$ cat src/dptw_pkg.sv
// ----------------------------------------------------------------------------
// dptw_pkg
// Shared constants, types and helper functions of the demand page table walker.
// ----------------------------------------------------------------------------
package dptw_pkg;

  localparam int ADDR_BITS       = 32;
  localparam int ENTRY_OVH       = 3;      // log2 of the 8-byte table entry
  localparam int LVL_MAX         = 13;     // widest per-level index (page shift 16)
  localparam int PS_W            = 5;
  localparam int STORE_WORDS_DEF = 65536;
  localparam int FRAME_COUNT_DEF = 65536;

  localparam logic [PS_W-1:0] PS_MIN   = 5'd4;
  localparam logic [PS_W-1:0] PS_MAX   = 5'd16;
  localparam logic [PS_W-1:0] PS_RESET = 5'd12;

  localparam int VPN_W      = 28;
  localparam int FRAME_W    = 16;
  localparam int CNT_W      = 17;
  localparam int OUT_DATA_W = 80;

  // One walk step handed to the index unit
  typedef struct packed {
    logic [PS_W-1:0] shift;     // right shift of the address for this level
    logic [3:0]      idx_bits;  // index width of this level (root may be narrower)
    logic [3:0]      lvl_bits;  // index width of a full table
  } dptw_step_t;

  function automatic logic [PS_W-1:0] clamp_shift(input logic [PS_W-1:0] v);
    logic [PS_W-1:0] r;
    r = v;
    if (v < PS_MIN) r = PS_MIN;
    if (v > PS_MAX) r = PS_MAX;
    return r;
  endfunction

  // Bits left for the root table once all lower levels take a full index
  function automatic logic [3:0] root_bits(input logic [PS_W-1:0] s);
    logic [3:0] r;
    unique case (s)
      5'd4:    r = 4'd1;
      5'd5:    r = 4'd1;
      5'd6:    r = 4'd2;
      5'd7:    r = 4'd1;
      5'd8:    r = 4'd4;
      5'd9:    r = 4'd5;
      5'd10:   r = 4'd1;
      5'd11:   r = 4'd5;
      5'd12:   r = 4'd2;
      5'd13:   r = 4'd9;
      5'd14:   r = 4'd7;
      5'd15:   r = 4'd5;
      5'd16:   r = 4'd3;
      default: r = 4'd1;
    endcase
    return r;
  endfunction

  function automatic logic [PS_W-1:0] first_shift(input logic [PS_W-1:0] s);
    return PS_W'(ADDR_BITS - int'(root_bits(s)));
  endfunction

endpackage

$ cat src/dptw_index_unit.sv
// ----------------------------------------------------------------------------
// dptw_index_unit
// Shared shift unit: forms the table store word of one walk level.
// ----------------------------------------------------------------------------
module dptw_index_unit #(
  parameter int unsigned STORE_WORDS = dptw_pkg::STORE_WORDS_DEF
) (
  input  logic [dptw_pkg::ADDR_BITS-1:0]   vaddr,
  input  dptw_pkg::dptw_step_t             step,
  input  logic [$clog2(STORE_WORDS)-1:0]   slot,
  output logic [$clog2(STORE_WORDS)-1:0]   word_addr,
  output logic                             in_range
);
  import dptw_pkg::*;

  localparam int AW = $clog2(STORE_WORDS);
  localparam int WW = AW + LVL_MAX;
  localparam logic [WW-1:0] LIMIT = WW'(STORE_WORDS);

  logic [ADDR_BITS-1:0] shifted;
  logic [LVL_MAX:0]     mask_x;
  logic [LVL_MAX-1:0]   idx;
  logic [WW-1:0]        wide;

  assign shifted   = vaddr >> step.shift;
  assign mask_x    = ((LVL_MAX+1)'(1) << step.idx_bits) - (LVL_MAX+1)'(1);
  assign idx       = shifted[LVL_MAX-1:0] & mask_x[LVL_MAX-1:0];
  // table slot selects the block of words, the index the word inside it
  assign wide      = (WW'(slot) << step.lvl_bits) | WW'(idx);
  assign in_range  = (wide < LIMIT);
  assign word_addr = wide[AW-1:0];

endmodule

$ cat config.mk
export PLATFORM = sky130hd
export DESIGN_NAME = dptw_index_unit
export DESIGN_NICKNAME = d
export VERILOG_FILES = /design/src/dptw_pkg.sv /design/src/dptw_index_unit.sv
export SDC_FILE = /design/constraint.sdc
export NUM_CORES = 1
export LEC_CHECK = 0
export ABC_AREA = 1
export BUFFER_PORTS_ARGS = -buffer_cell sky130_fd_sc_hd__buf_2
export CAP_MARGIN = 15
export CORE_ASPECT_RATIO = 1.5
export CORE_MARGIN = 1
export CORE_UTILIZATION = 50
export DETAILED_ROUTE_END_ITERATION = 12
export PLACE_DENSITY_LB_ADDON = 0.1
export SYNTH_ARGS = -nofsm -noshare
export SYNTH_HDL_FRONTEND = slang
export SYNTH_SLANG_ARGS = --single-unit
$ cat constraint.sdc
create_clock -name vclk -period 1.55
set_input_delay 0.155 -clock vclk [all_inputs]
set_output_delay 0.155 -clock vclk [all_outputs]
set_load 0.02 [all_outputs]
## Word-level counts from Yosys, hierarchy flattened

Cells that the tools add are included.

- Add/sub/neg operators: 1
- Multiply operators: 0
- Div/mod/pow operators: 0
- Magnitude comparators: 1
- Equal/unequal tests: 0
- Shift operators: 3
- Multiplexer cells: 0
- Bitwise gates (word level): 2
- Reductions and logical operators: 0

Operators by type and width:

| operator | number |
|---|---|
| 32-bit by 5-bit right shift with 13-bit output | 1 |
| 29-bit by 17-bit < comparator with 1-bit output, second input constant | 1 |
| 29-bit by 13-bit bitwise OR with 29-bit output | 1 |
| 16-bit by 4-bit left shift with 29-bit output | 1 |
| 13-bit AND | 1 |
| 1-bit by 4-bit left shift with 13-bit output, first input constant | 1 |
| 13-bit by 2-bit subtractor with 13-bit output, second input constant | 1 |

- Bits in registers: 0
- Latch bits: 0
- Memory bits (writable): 0
- ROM bits: 0
- Input port bits: 61
- Output and inout port bits: 17
- Word-level logic and storage cells: 7
- Memories: 0

## Logic depth before layout (Yosys ltp)

- Depth in word-level cells: 5
- Depth in mapped cells: 12
- Mapped depth without buffers: 11

## Least setup slack after synthesis

Ideal clock, no wire load.

- Path kind: input -> output
- Start point: input step[6] in the netlist's numbering
- End point: output word_addr[10]
- Arrival: 1419 ps
- Data required time: 1395 ps
- Path slack: -24 ps
- Stages on the path: 10
- Path buffers: 1
- Cells stage by stage: clkbuf_2 > nor2_1 > nand3_1 > ha_1 > o21ai_0 > o21ai_0 > mux2_2 > inv_1 > nand2_1 > nand2_1

- Word-level cells in the longest chain between the ends: 4

Ends and longest elaborated chain:

| element | RTL line | text |
|---|---|---|
| start: declaration | dptw_index_unit.sv:9 | `input dptw_pkg::dptw_step_t step,` |
| 1-bit by 4-bit left shift with 13-bit output | dptw_index_unit.sv:26 | `assign mask_x = ((LVL_MAX+1)'(1) << step.idx_bits) - (LVL_MAX+1)'(1);` |
| 13-bit by 2-bit subtractor with 13-bit output | dptw_index_unit.sv:26 |  |
| 13-bit AND | dptw_index_unit.sv:27 | `assign idx = shifted[LVL_MAX-1:0] & mask_x[LVL_MAX-1:0];` |
| 29-bit by 13-bit bitwise OR with 29-bit output | dptw_index_unit.sv:29 | `assign wide = (WW'(slot) << step.lvl_bits) \| WW'(idx);` |
| end: declaration | dptw_index_unit.sv:11 | `output logic [$clog2(STORE_WORDS)-1:0] word_addr,` |

Every way passes these cells.

## Final worst setup path

- Start point: input step[7] in the netlist's numbering
- End point: output word_addr[6]

The elaborated chain is that of the path after synthesis.

==> flow_summary.yaml <==
setup_path:
  crit_buf_inv: 4
  crit_type: "in2out"
  crit_chain: "buf_4 > nor2_4 > nand3_2 > ha_4 > buf_4 > inv_1 > nor2_1 > nor2_1 > nor2_1 > nand2_1 > nand2_1 > buf_6"
  crit_path_max_incr_delay_ns: 0.18
  critPathMaxFanout: 3
  endpoint_kind: "output pin"
  start_kind: "input pin"
  crit_arrival_ns: 1.52
  slowest_stage: "ha_4"
  required_ns: 1.39
  cp_common_cell: "nor2_1"
  cp_top_family: "simple AND/OR/NAND/NOR gates"
yosys:
  synth.largest_area_cell: "nand2_1"
  syn_area_um2: 2410
  ys_seq_area_share_pct: 0
  synth_top_cell_area_share_pct: 39.9
  avgSynthCellArea_um2: 4.38
  synth_area_leaders: "nand2_1, nand3_1, inv_1"
  syn_nets: 612
  ys_types: 23
  yosysWarnings: 0
  synth_cells: 550
cells_and_area:
  syn_to_final_growth_pct: 60.7
  drive_gt1_share_pct: 38.5
  finalNetCount: 710
  n_fill_cell: 296
  seq_cells: 0
  multiInputGateArea_um2: 2590
  n_clock_buffer: 0
  seq_area_um2: 0
  diodes: 0
timing:
  layout_min_cycle_time_ns: 1.67
  slew_headroom_pct: 73.0
  layout_setup_ws_ns: -0.122
  min_period_over_period_pct: 108
  slew_violations: 0
  setup_tns_ns: -0.758
  rsz0062_at_grt: "true"
  setup_viol: 13
  holdWs_ns: 0.758
  hold_viol_final: 0
  fmax_mhz: 598
  worst_slew_pin_slew_ns: 0.400
detailed_routing:
  vias_per_cell: 6.17
  vias: 4380
  drtAntennaViolNets: 0
  drt_iter0_markers: 739
  wl_per_cell_um: 15.7
  drcViolationCount: 0
  dr.pass1.iters: 8
  routed_wl_mm: 11.2
die:
  die-width_um: 58.7
  core_area_um2: 4580
  std_cell_rows: 30
  start_util_pct: 52.6
  die_h_um: 87.0
  dieArea_um2: 5100
  io_pins: 78
global_route:
  grt_max_degree: 31
  grt-ovfl-total: 0
  grt_pass1_vias: 3383
  grt_use_total_pct: 33.4
  grt_pass1_wl_mm: 13.8
  antenna_found_initial: 0
job:
  cap_violations: 0
hold_path:
  hp-start: "step[3]"
  min_to: "in_range"
  hold_depth: 4
  worstHoldPathType: "in2out"
placement:
  io_buffers: 78
  gp_congestion: 0.940
  dp.final_hpwl_mm: 6.94
power:
  p_per_area_nw_per_um2: 370
  power_leakage_nw: 2.11
  vdd_drop_max_mv: 0.273
  p_total_w: 0.00143
status:
  status: "finished with violations"
  violations: "negative setup slack"
clock_network:
  cts_hold_buffers: 0
[final cells by class]
cell class | instances | share of cell area (%)
multi-input combinational | 487 | 66.8
timing repair buffer | 129 | 27.5
inverter | 30 | 3.62
tap | 64 | 2.07
[cell families (layout without fill, tap and decap cells)]
group	Yosys count	in the layout	synth area share (%)
and+or+nand+nor	450	450	79.4
buffers and inverters	63	159	11.7
AOI/OAI and AO/OA	33	33	7.07
muxes	2	2	0.883
adders and majority gates	1	1	0.519
xor gates and xnor gates	1	1	0.364
[layout by cell type, fill, tap and decap left out, types with 2 or more instances in the layout]
cell type	Yosys	routed
a21oi_1	6	3
a21oi_2	0	3
buf_12	0	5
buf_2	14	59
buf_4	5	43
buf_6	1	10
buf_8	0	5
clkbuf_16	0	6
clkinvlp_4	0	2
inv_1	27	21
inv_2	3	4
inv_8	0	2
nand2_1	256	205
nand2_2	0	45
nand2_4	0	6
nand3_1	166	120
nand3_2	0	46
nand4_1	6	6
nor2_1	21	18
nor2_4	0	3
o21ai_0	20	11
o21ai_1	4	7
o21ai_2	0	6
[per-stage QoR]
stage	util [%]	area, µm²	worst slack [ns]	instances
final	84.5	3870	-0.122	710
after global placement	65.9	3020	-0.0761	693
after CTS	66.6	3050	-0.0158	693
after detailed placement	65.9	3020	-0.141	693
after global routing	84.5	3870	-0.220	710
after floorplan	-	2410	0.0134	550
[per-layer routing]
| layer | share of wire, % | wire length, µm | global-route usage (%) | vias up |
|---|---|---|---|---|
| li1 | - | - | - | 2018 |
| met1 | 34 | 3790 | 34.8 | 1898 |
| met2 | 49 | 5500 | 64.3 | 371 |
| met3 | 9.2 | 1030 | 1.34 | 93 |
| met4 | 7.8 | 868 | 19.7 | 0 |
| met5 | 0 | 0 | 0 | - |
[where the power goes]
| part | internal (W) | switching (W) | total (W) |
|---|---|---|---|
| Sequential | 0 | 0 | 0 |
| Combinational | 0.000577 | 0.000854 | 0.00143 |
| Clock | 0 | 0 | 0 |
| Total | 0.000577 | 0.000854 | 0.00143 |
[worst max-delay path by stage]
stage / startpoint / to / slack (ns) / cells past startpoint
5_1_grt: step[8] / word_addr[0] / -0.22 / 13
4_1_cts: step[8] / word_addr[8] / -0.02 / 12
6_report: step[7] / word_addr[6] / -0.12 / 12
3_5_place_dp: step[6] / word_addr[10] / -0.14 / 11
3_3_place_gp: step[6] / word_addr[10] / -0.08 / 11
2_1_floorplan: step[6] / word_addr[10] / 0.01 / 10
[cells in the mapped netlist (all sizes together)]
library cell and number:
a31oi 1, mux2i 1, buf 23, clkbuf 10, ha 1, a21o 1
a21oi 6, nor3 1, nand3 166, o21ai 24, xor2 1, nor2 21
inv 30, o22ai 1, nand2 256, nand4 6, mux2 1
[timing repair]
action	CTS	global route
setup buffers	0	10
resized for setup	13	175
pin swaps	0	48
gates cloned	0	7
hold endpoints to repair	0	0
endpoints found under the setup margin	10	17
(Power assumes the default switching activity.)
